$ cat src/rtl/fdrt_pkg.sv
// Shared types and constants for the fence deferred release tracker.
// No dependencies; the other files in rtl/ except fdrt_entry_ram refer to this package by scoped names.
package fdrt_pkg;

	localparam int FRAME_SLOTS = 4;
	localparam int QUEUE_DEPTH = 16;
	localparam int HANDLE_BITS = 16;

	localparam int IDX_W   = (QUEUE_DEPTH > 1) ? $clog2(QUEUE_DEPTH) : 1;
	localparam int CNT_W   = $clog2(QUEUE_DEPTH + 1);
	localparam int ENTRY_W = HANDLE_BITS + FRAME_SLOTS;

	typedef logic [1:0]             req_kind_t;
	typedef logic [1:0]             slot_field_t;
	typedef logic [15:0]            handle_field_t;
	typedef logic [HANDLE_BITS-1:0] handle_t;
	typedef logic [FRAME_SLOTS-1:0] slot_mask_t;
	typedef logic [CNT_W-1:0]       cnt_t;
	typedef logic [IDX_W-1:0]       idx_t;

	localparam req_kind_t REQ_DEFER    = 2'd0;
	localparam req_kind_t REQ_SUBMIT   = 2'd1;
	localparam req_kind_t REQ_COMPLETE = 2'd2;
	localparam req_kind_t REQ_SHUTDOWN = 2'd3;

	localparam logic STATUS_OK   = 1'b0;
	localparam logic STATUS_FULL = 1'b1;

	typedef struct packed {
		req_kind_t     req_type;
		slot_field_t   slot;
		handle_field_t handle;
	} req_t;

	typedef struct packed {
		logic          released;
		handle_field_t released_handle;
		logic          last;
		logic          status;
	} rsp_t;

	// one pending queue entry as stored in the entry memory
	typedef struct packed {
		handle_t    handle;
		slot_mask_t mask;
	} entry_t;

	// result word handed from the sequencer to the output register
	typedef struct packed {
		logic valid;
		rsp_t word;
	} push_t;

endpackage

$ cat src/rtl/fdrt_if.sv
// Valid/ready channel interfaces for the request and result streams.
// Depends on fdrt_pkg for the word types.
interface fdrt_req_if;
	logic          valid;
	logic          ready;
	fdrt_pkg::req_t word;
	modport source(output valid, output word, input ready);
	modport sink(input valid, input word, output ready);
endinterface

interface fdrt_rsp_if;
	logic          valid;
	logic          ready;
	fdrt_pkg::rsp_t word;
	modport source(output valid, output word, input ready);
	modport sink(input valid, input word, output ready);
endinterface

$ cat src/rtl/fdrt_entry_ram.sv
// Simple dual-port RAM, one write and one registered read port.
// Standalone; sized by its parameters.
module fdrt_entry_ram #(
	parameter int DEPTH = 16,
	parameter int WIDTH = 20
) (
	input  logic                                   clk,
	input  logic                                   wr_en,
	input  logic [((DEPTH > 1) ? $clog2(DEPTH) : 1)-1:0] wr_addr,
	input  logic [WIDTH-1:0]                       wr_data,
	input  logic                                   rd_en,
	input  logic [((DEPTH > 1) ? $clog2(DEPTH) : 1)-1:0] rd_addr,
	output logic [WIDTH-1:0]                       rd_data
);

	logic [WIDTH-1:0] mem [DEPTH];

	always_ff @(posedge clk) begin
		if (wr_en) begin
			mem[wr_addr] <= wr_data;
		end
	end

	// read data holds while rd_en is low
	always_ff @(posedge clk) begin
		if (rd_en) begin
			rd_data <= mem[rd_addr];
		end
	end

endmodule

$ cat src/rtl/fdrt_sweep_ctrl.sv
// Request decoder and release sweep sequencer for the tracker.
// Depends on fdrt_pkg and fdrt_if; drives the entry RAM ports.
module fdrt_sweep_ctrl (
	input  logic                 clk,
	input  logic                 arst_n,
	fdrt_req_if.sink             req,
	input  logic                 out_free,
	output fdrt_pkg::push_t      push,
	output logic                 wr_en,
	output fdrt_pkg::idx_t       wr_addr,
	output fdrt_pkg::entry_t     wr_data,
	output logic                 rd_en,
	output fdrt_pkg::idx_t       rd_addr,
	input  fdrt_pkg::entry_t     rd_data
);

	localparam logic ST_IDLE  = 1'b0;
	localparam logic ST_SWEEP = 1'b1;

	logic                 state_q;
	fdrt_pkg::cnt_t       count_q;
	fdrt_pkg::slot_mask_t busy_q;
	logic                 shut_q;
	fdrt_pkg::slot_mask_t clr_q;
	fdrt_pkg::cnt_t       rd_idx_q;
	fdrt_pkg::cnt_t       keep_q;
	logic                 valid_s1;
	logic                 hold_valid_q;
	fdrt_pkg::handle_t    hold_handle_q;

	logic                 accept;
	logic                 slot_ok;
	logic                 full;
	fdrt_pkg::slot_mask_t slot_bit;
	fdrt_pkg::slot_mask_t s1_mask;
	logic                 s1_rel;
	logic                 stall;
	logic                 issue;
	logic                 finish;

	assign req.ready = (state_q == ST_IDLE) && out_free;
	assign accept    = req.valid && req.ready;
	assign slot_ok   = int'(req.word.slot) < fdrt_pkg::FRAME_SLOTS;
	assign slot_bit  = fdrt_pkg::slot_mask_t'(1) << req.word.slot;
	assign full      = count_q == fdrt_pkg::cnt_t'(fdrt_pkg::QUEUE_DEPTH);

	assign s1_mask = rd_data.mask & ~clr_q;
	assign s1_rel  = valid_s1 && (s1_mask == '0);
	// a second release needs the held one drained first
	assign stall   = (state_q == ST_SWEEP) && s1_rel && hold_valid_q && !out_free;
	assign issue   = (state_q == ST_SWEEP) && !stall && (rd_idx_q != count_q);
	assign finish  = (state_q == ST_SWEEP) && !valid_s1 && (rd_idx_q == count_q) && out_free;

	always_comb begin
		push    = '0;
		wr_en   = 1'b0;
		wr_addr = keep_q[fdrt_pkg::IDX_W-1:0];
		wr_data = '{handle: rd_data.handle, mask: s1_mask};
		rd_en   = issue;
		rd_addr = rd_idx_q[fdrt_pkg::IDX_W-1:0];
		case (state_q)
			ST_IDLE: begin
				if (accept) begin
					case (req.word.req_type)
						fdrt_pkg::REQ_DEFER: begin
							push.valid     = 1'b1;
							push.word.last = 1'b1;
							if (shut_q) begin
								push.word.released        = 1'b1;
								push.word.released_handle = req.word.handle;
							end else if (full) begin
								push.word.status = fdrt_pkg::STATUS_FULL;
							end else begin
								wr_en   = 1'b1;
								wr_addr = count_q[fdrt_pkg::IDX_W-1:0];
								wr_data = '{handle: fdrt_pkg::handle_t'(req.word.handle),
								            mask: busy_q};
							end
						end
						fdrt_pkg::REQ_SUBMIT: begin
							push.valid     = 1'b1;
							push.word.last = 1'b1;
						end
						fdrt_pkg::REQ_COMPLETE: begin
							push.valid     = !slot_ok;
							push.word.last = 1'b1;
						end
						default: begin
							push.valid     = shut_q;
							push.word.last = 1'b1;
						end
					endcase
				end
			end
			default: begin
				if (valid_s1 && !s1_rel) begin
					wr_en = 1'b1;
				end
				if (s1_rel && hold_valid_q && !stall) begin
					push.valid                = 1'b1;
					push.word.released        = 1'b1;
					push.word.released_handle = 16'(hold_handle_q);
				end
				if (finish) begin
					push.valid                = 1'b1;
					push.word.last            = 1'b1;
					push.word.released        = hold_valid_q;
					push.word.released_handle = hold_valid_q ? 16'(hold_handle_q) : '0;
				end
			end
		endcase
	end

	always_ff @(posedge clk or negedge arst_n) begin
		if (!arst_n) begin
			state_q      <= ST_IDLE;
			count_q      <= '0;
			busy_q       <= '0;
			shut_q       <= 1'b0;
			rd_idx_q     <= '0;
			keep_q       <= '0;
			valid_s1     <= 1'b0;
			hold_valid_q <= 1'b0;
		end else begin
			case (state_q)
				ST_IDLE: begin
					if (accept) begin
						case (req.word.req_type)
							fdrt_pkg::REQ_DEFER: begin
								if (!shut_q && !full) begin
									count_q <= count_q + 1'b1;
								end
							end
							fdrt_pkg::REQ_SUBMIT: begin
								if (slot_ok) begin
									busy_q <= busy_q | slot_bit;
								end
							end
							fdrt_pkg::REQ_COMPLETE: begin
								if (slot_ok) begin
									busy_q   <= busy_q & ~slot_bit;
									state_q  <= ST_SWEEP;
									rd_idx_q <= '0;
									keep_q   <= '0;
								end
							end
							default: begin
								if (!shut_q) begin
									shut_q   <= 1'b1;
									busy_q   <= '0;
									state_q  <= ST_SWEEP;
									rd_idx_q <= '0;
									keep_q   <= '0;
								end
							end
						endcase
					end
				end
				default: begin
					if (!stall) begin
						valid_s1 <= issue;
						if (issue) begin
							rd_idx_q <= rd_idx_q + 1'b1;
						end
						if (valid_s1 && !s1_rel) begin
							keep_q <= keep_q + 1'b1;
						end
						if (s1_rel) begin
							hold_valid_q <= 1'b1;
						end
					end
					if (finish) begin
						state_q      <= ST_IDLE;
						count_q      <= keep_q;
						hold_valid_q <= 1'b0;
					end
				end
			endcase
		end
	end

	always_ff @(posedge clk) begin
		if (accept) begin
			// shutdown clears every wait bit, so all entries release
			clr_q <= (req.word.req_type == fdrt_pkg::REQ_SHUTDOWN) ? '1 : slot_bit;
		end
		if ((state_q == ST_SWEEP) && !stall && s1_rel) begin
			hold_handle_q <= rd_data.handle;
		end
	end

	a_count_bound: assert property (@(posedge clk) disable iff (!arst_n)
		count_q <= fdrt_pkg::cnt_t'(fdrt_pkg::QUEUE_DEPTH))
		else $error("pending count above queue depth");

	a_keep_behind: assert property (@(posedge clk) disable iff (!arst_n)
		(state_q == ST_SWEEP) |-> (keep_q <= rd_idx_q))
		else $error("compaction pointer ahead of read pointer");

	a_write_below_read: assert property (@(posedge clk) disable iff (!arst_n)
		((state_q == ST_SWEEP) && wr_en) |-> (keep_q < rd_idx_q))
		else $error("sweep write overlaps unread entry");

	a_shut_empty: assert property (@(posedge clk) disable iff (!arst_n)
		((state_q == ST_IDLE) && shut_q) |-> (count_q == '0))
		else $error("entries pending after shutdown");

	a_sweep_no_accept: assert property (@(posedge clk) disable iff (!arst_n)
		(state_q == ST_SWEEP) |-> !accept)
		else $error("request taken during sweep");

endmodule

$ cat src/rtl/fence_deferred_release_tracker_top.sv
// Top level of the fence deferred release tracker.
// Depends on fdrt_pkg, fdrt_if, fdrt_entry_ram and fdrt_sweep_ctrl.
//
// Usage:
//   req carries one request word (req_type, slot, handle); rsp returns result
//   words (released, released_handle, last, status). Both are valid/ready; a
//   word moves on a rising edge with valid and ready high.
//   Every request gives at least one result word; the last one has last = 1.
//   Defer, submit, ignored complete and repeated shutdown answer one word,
//   visible on rsp in the cycle after acceptance.
//   A valid complete or the first shutdown starts a sweep of the entry RAM:
//   one entry read per cycle except while a release waits on a full output,
//   through the registered read port, survivors written back compacted in
//   age order.
//   Released handles go out one per word, oldest first.
//   One request is in the block at a time: req.ready is low during a sweep and
//   whenever the output register holds a word the receiver does not take.
//   A stalled receiver freezes the sweep; nothing is lost or repeated.
//   Reset (arst_n low) empties the queue, clears the busy mask and the
//   shutdown flag; the RAM contents are not cleared and need no clearing.
module fence_deferred_release_tracker_top (
	input  logic         clk,
	input  logic         arst_n,
	fdrt_req_if.sink     req,
	fdrt_rsp_if.source   rsp
);

	fdrt_pkg::push_t  push;
	logic             out_free;
	logic             wr_en;
	fdrt_pkg::idx_t   wr_addr;
	fdrt_pkg::entry_t wr_data;
	logic             rd_en;
	fdrt_pkg::idx_t   rd_addr;
	fdrt_pkg::entry_t rd_data;

	logic             out_valid_q;
	fdrt_pkg::rsp_t   out_word_q;

	fdrt_sweep_ctrl u_ctrl (
		.clk      (clk),
		.arst_n   (arst_n),
		.req      (req),
		.out_free (out_free),
		.push     (push),
		.wr_en    (wr_en),
		.wr_addr  (wr_addr),
		.wr_data  (wr_data),
		.rd_en    (rd_en),
		.rd_addr  (rd_addr),
		.rd_data  (rd_data)
	);

	fdrt_entry_ram #(
		.DEPTH (fdrt_pkg::QUEUE_DEPTH),
		.WIDTH (fdrt_pkg::ENTRY_W)
	) u_ram (
		.clk     (clk),
		.wr_en   (wr_en),
		.wr_addr (wr_addr),
		.wr_data (wr_data),
		.rd_en   (rd_en),
		.rd_addr (rd_addr),
		.rd_data (rd_data)
	);

	// output register: free when empty or being drained this cycle
	assign out_free  = !out_valid_q || rsp.ready;
	assign rsp.valid = out_valid_q;
	assign rsp.word  = out_word_q;

	always_ff @(posedge clk or negedge arst_n) begin
		if (!arst_n) begin
			out_valid_q <= 1'b0;
		end else if (push.valid) begin
			out_valid_q <= 1'b1;
		end else if (rsp.ready) begin
			out_valid_q <= 1'b0;
		end
	end

	// hold the word while the receiver stalls
	always_ff @(posedge clk) begin
		if (push.valid) begin
			out_word_q <= push.word;
		end
	end

	a_no_overwrite: assert property (@(posedge clk) disable iff (!arst_n)
		push.valid |-> out_free)
		else $error("result word pushed into a full output register");

	a_ack_clean: assert property (@(posedge clk) disable iff (!arst_n)
		(push.valid && !push.word.released) |-> (push.word.released_handle == '0))
		else $error("acknowledge carries a handle");

	a_full_is_last: assert property (@(posedge clk) disable iff (!arst_n)
		(push.valid && push.word.status) |-> (push.word.last && !push.word.released))
		else $error("reject word malformed");

endmodule

$ cat src/flat_wrapper.sv
// flat-port wrapper written by rule: the top's interface ports become plain ports
module fence_deferred_release_tracker_top_flat 
  (clk, arst_n, req_valid, req_word, req_ready, rsp_valid, rsp_word, rsp_ready);
  fdrt_req_if req_i ();
  fdrt_rsp_if rsp_i ();
  input  logic clk;
  input  logic arst_n;
  input wire logic [$bits(req_i.valid)-1:0] req_valid;
  input wire logic [$bits(req_i.word)-1:0] req_word;
  output wire logic [$bits(req_i.ready)-1:0] req_ready;
  output wire logic [$bits(rsp_i.valid)-1:0] rsp_valid;
  output wire logic [$bits(rsp_i.word)-1:0] rsp_word;
  input wire logic [$bits(rsp_i.ready)-1:0] rsp_ready;
  assign req_i.valid = req_valid;
  assign req_i.word = req_word;
  assign req_ready = req_i.ready;
  assign rsp_valid = rsp_i.valid;
  assign rsp_word = rsp_i.word;
  assign rsp_i.ready = rsp_ready;
  fence_deferred_release_tracker_top u_core (.clk(clk), .arst_n(arst_n), .req(req_i), .rsp(rsp_i));
endmodule
$ cat config.mk
export PLATFORM = sky130hd
export DESIGN_NAME = fence_deferred_release_tracker_top_flat
export DESIGN_NICKNAME = d
export VERILOG_FILES = /design/src/rtl/fdrt_pkg.sv /design/src/rtl/fdrt_if.sv /design/src/rtl/fdrt_entry_ram.sv /design/src/rtl/fdrt_sweep_ctrl.sv /design/src/rtl/fence_deferred_release_tracker_top.sv /design/src/flat_wrapper.sv
export SDC_FILE = /design/constraint.sdc
export NUM_CORES = 1
export LEC_CHECK = 0
export ABC_AREA = 1
export BUFFER_PORTS_ARGS = -buffer_cell sky130_fd_sc_hd__buf_2
export CAP_MARGIN = 30
export CORE_ASPECT_RATIO = 2
export CORE_MARGIN = 2
export CORE_UTILIZATION = 55
export DETAILED_ROUTE_END_ITERATION = 16
export PLACE_DENSITY = 0.82
export SLEW_MARGIN = 30
export SYNTH_ARGS = -nofsm -noshare
export SYNTH_HDL_FRONTEND = slang
export SYNTH_SLANG_ARGS = --single-unit
$ cat constraint.sdc
create_clock -name clk -period 3.4 [get_ports clk]
set_input_delay 0.51 -clock clk [delete_from_list [all_inputs] [get_ports clk]]
set_output_delay 0.51 -clock clk [all_outputs]
set_load 0.03 [all_outputs]
==> results.toml <==
[worst_setup_path]
critPathMaxFanout = 29
reg2reg_from = "u_core.u_ctrl.count_q[0]"
cp.required_ns = 3.61
rrSetupSlack_ns = 0.69
end_kind = "register"
timing.rr.end = "u_core.u_ram.mem[14][15]"
arrival_ns = 2.92
start_kind = "register"
cp-endpoint = "u_core.u_ram.mem[14][15]"
startpoint = "u_core.u_ctrl.count_q[0]"
crit_type = "register to register"
slowest_stage = "dfrtp_1"
path_cells = "inv_1 > ha_1 > nand3_2 > nand2_2 > nor2_4 > nand2_4 > buf_4 > nand2_1 > o21ai_2 > nand2_1 > nor2_2 > buf_4"
cpPeakStageDelay_ns = 0.48
reg2reg_depth = 12

[sta]
clock_skew_ns = 0.02375
period_minus_slack_ns = 2.712
setup_tns_ns = 0
final_max_slew_viol_count = 0
setup_viol = 0
max_freq_mhz = 368.7
timing.final.hold_violations = 0
rsz0062_at_grt = "false"
worst_slew_pin_slew_ns = 0.8657
timing.slew.headroom_pct = 42.29
fin_crit_sh_pct = 79.77

[floorplan]
die_x_um = 126.8
initial_core_util_pct = 55.41
num_rows = 90
io-pin-count = 45
die-area_mm2 = 0.03166
core_area_mm2 = 0.02995
fp.dieH_um = 249.7

[routing]
drc = 0
ant_nets = 0
num_vias = 11048
drt_iter0_markers = 1355
vias_per_cell = 6.162
wl_per_cell_um = 21.64
first_pass_iters = 5
drt_wl_total_um = 38800

[layout]
nFillCells = 2171
mostFrequentLayoutCells = "379 x edfxtp_1, 225 x nand2_1, 183 x o21ai_0"
layout_commonest_cell = "edfxtp_1"
nets = 1433
area_growth_pct = 10.43
drive_gt1_share_pct = 13.47
num_antenna_cells = 0

[global_route]
overflow = 0
grt_max_degree = 89
grt_pass1_vias = 10950
grt_pass1_wl_um = 60100
globalRouteTotalUtil_pct = 24.51
antenna_found_initial = 0

[clock_tree]
cts_tree = "done"
cts_buffers = 35
cts_resized = 0
cts-htree-levels = 2
clock_tree.root_cell = "clkbuf_16"
cts.clk_slew.worst_paths_ns = 0.07
ctsHoldBuffers = 1
cts_buffer_depth = 3
postCtsSetupBuffers = 0
clk_latency_ns = 0.54
clkSinkCount = 403

[logic_synthesis]
synth_nets = 1394
yosys_most_used_dff = "edfxtp_1"
syn_inst = 1361
synth-seq-area-share_pct = 72.20
ys_seq_elements = 403
ys_types = 35
yosysWarnings = 0
synth_enable_flop_cells = 379
syn_avg_cell_area_um2 = 12.19
syn-cell-area_mm2 = 0.01660
synthArstFlopShare_pct = 5.955

[min_path]
worst_hold_path_type = "input port to register"
hold_depth = 3

[power]
p_leak_uw = 0.006515
finalPower_uw = 15920
power_per_cell_area_mw_per_mm2 = 868.5
peakVddDrop_v = 0.0005871

[job]
maxCapViolCount = 0

[placement]
gp_congestion = 0.8618
portBuffers = 44
dp_hpwl_um = 23670

[status]
status = "completed"
logic make-up after synthesis:
| logic type | Yosys count | synth area share, % |
|---|---|---|
| flip-flops | 403 | 72.20 |
| adder cells (fa/ha/maj) | 9 | 0.6785 |
| XOR/XNOR | 8 | 0.4222 |
| AO/OA/AOI/OAI | 304 | 10.71 |
| AND/OR/NAND/NOR | 511 | 12.76 |
| buffers and inverters | 126 | 3.234 |
cell type report:
class	count	area [µm²]	area share, %
sequential	403	11990	65.41
multi-input combinational	832	4133	22.55
clock buffer	40	915.9	4.998
timing repair buffer	77	483.0	2.635
tap	368	460.4	2.512
inverter	51	195.2	1.065
clock inverter	22	152.6	0.8329
routing by layer:
layer	track usage [%]	vias up	share of wire, %
met5	0	-	0
met4	11.08	0	3.9
met3	3.258	105	8.0
met2	41.06	629	51
met1	31.94	5336	38
li1	-	4978	-
worst min-delay path by stage:
| stage | from | end | slack [ns] |
|---|---|---|---|
| finish | req_word[5] | u_core.rsp.word[7] | 0.28 |
| global route | req_word[6] | u_core.rsp.word[8] | 0.29 |
| CTS | req_word[5] | u_core.rsp.word[7] | 0.26 |
| detailed placement | u_core.u_ram.rd_data[4] | u_core.u_ctrl.hold_handle_q[0] | 0.44 |
| global placement | u_core.u_ram.rd_data[13] | u_core.u_ctrl.hold_handle_q[9] | 0.44 |
| floorplan | arst_n | u_core.rsp.valid | 0.21 |
critical path: cells and delay by family, from the launching register on:
kind	cells	cell delay [ns]
adders and majority gates	1	0.16
AOI/OAI and AO/OA	1	0.11
and+or+nand+nor	7	0.81
DFF	1	0.48
buffers and inverters	3	0.79
state kept, by name, indices dropped and copies added, names as in the netlist, 4 cells and up:
signal                       cells
u_core.u_ctrl.busy_q             4
u_core.u_ctrl.keep_q             5
u_core.u_ctrl.clr_q              4
u_core.u_ram.rd_data            20
u_core.u_ctrl.count_q            5
u_core.u_ram.mem               320
u_core.u_ctrl.rd_idx_q           5
u_core.u_ctrl.hold_handle_q     16
u_core.rsp.word                 19
cell usage after synthesis, types with 11 or more instances:
cell,number,area [µm²]
edfxtp_1,379,11380
dfrtp_1,24,600.6
buf_2,17,85.08
nor2_1,195,732.0
o21ai_0,183,915.9
o221ai_1,29,254.0
o21ai_2,12,105.1
nand2_1,225,844.6
clkbuf_1,46,172.7
nand3_1,63,315.3
o211ai_1,11,82.58
o22ai_1,51,319.1
inv_1,42,157.7
per-stage QoR:
step	cells	util [%]	hold WS, ns	setup WS [ns]	cell area (µm²)
3_3_place_gp	1730	57.53	0.4356	0.6889	17230
4_1_cts	1793	61.16	0.2633	0.6745	18320
5_1_grt	1793	61.18	0.2866	0.4643	18330
2_1_floorplan	1361	-	0.2144	0.5254	16600
6_report	1793	61.18	0.2781	0.6879	18330
3_5_place_dp	1730	57.56	0.4368	0.5753	17240
report_power, final:
group / internal (µW) / total (µW) / switching [µW]
clock: 2030 / 3770 / 1740
sequential: 6920 / 7360 / 439
combinational: 1180 / 4790 / 3610
total: 10100 / 15900 / 5790
Power figures use the tool's default switching activity.
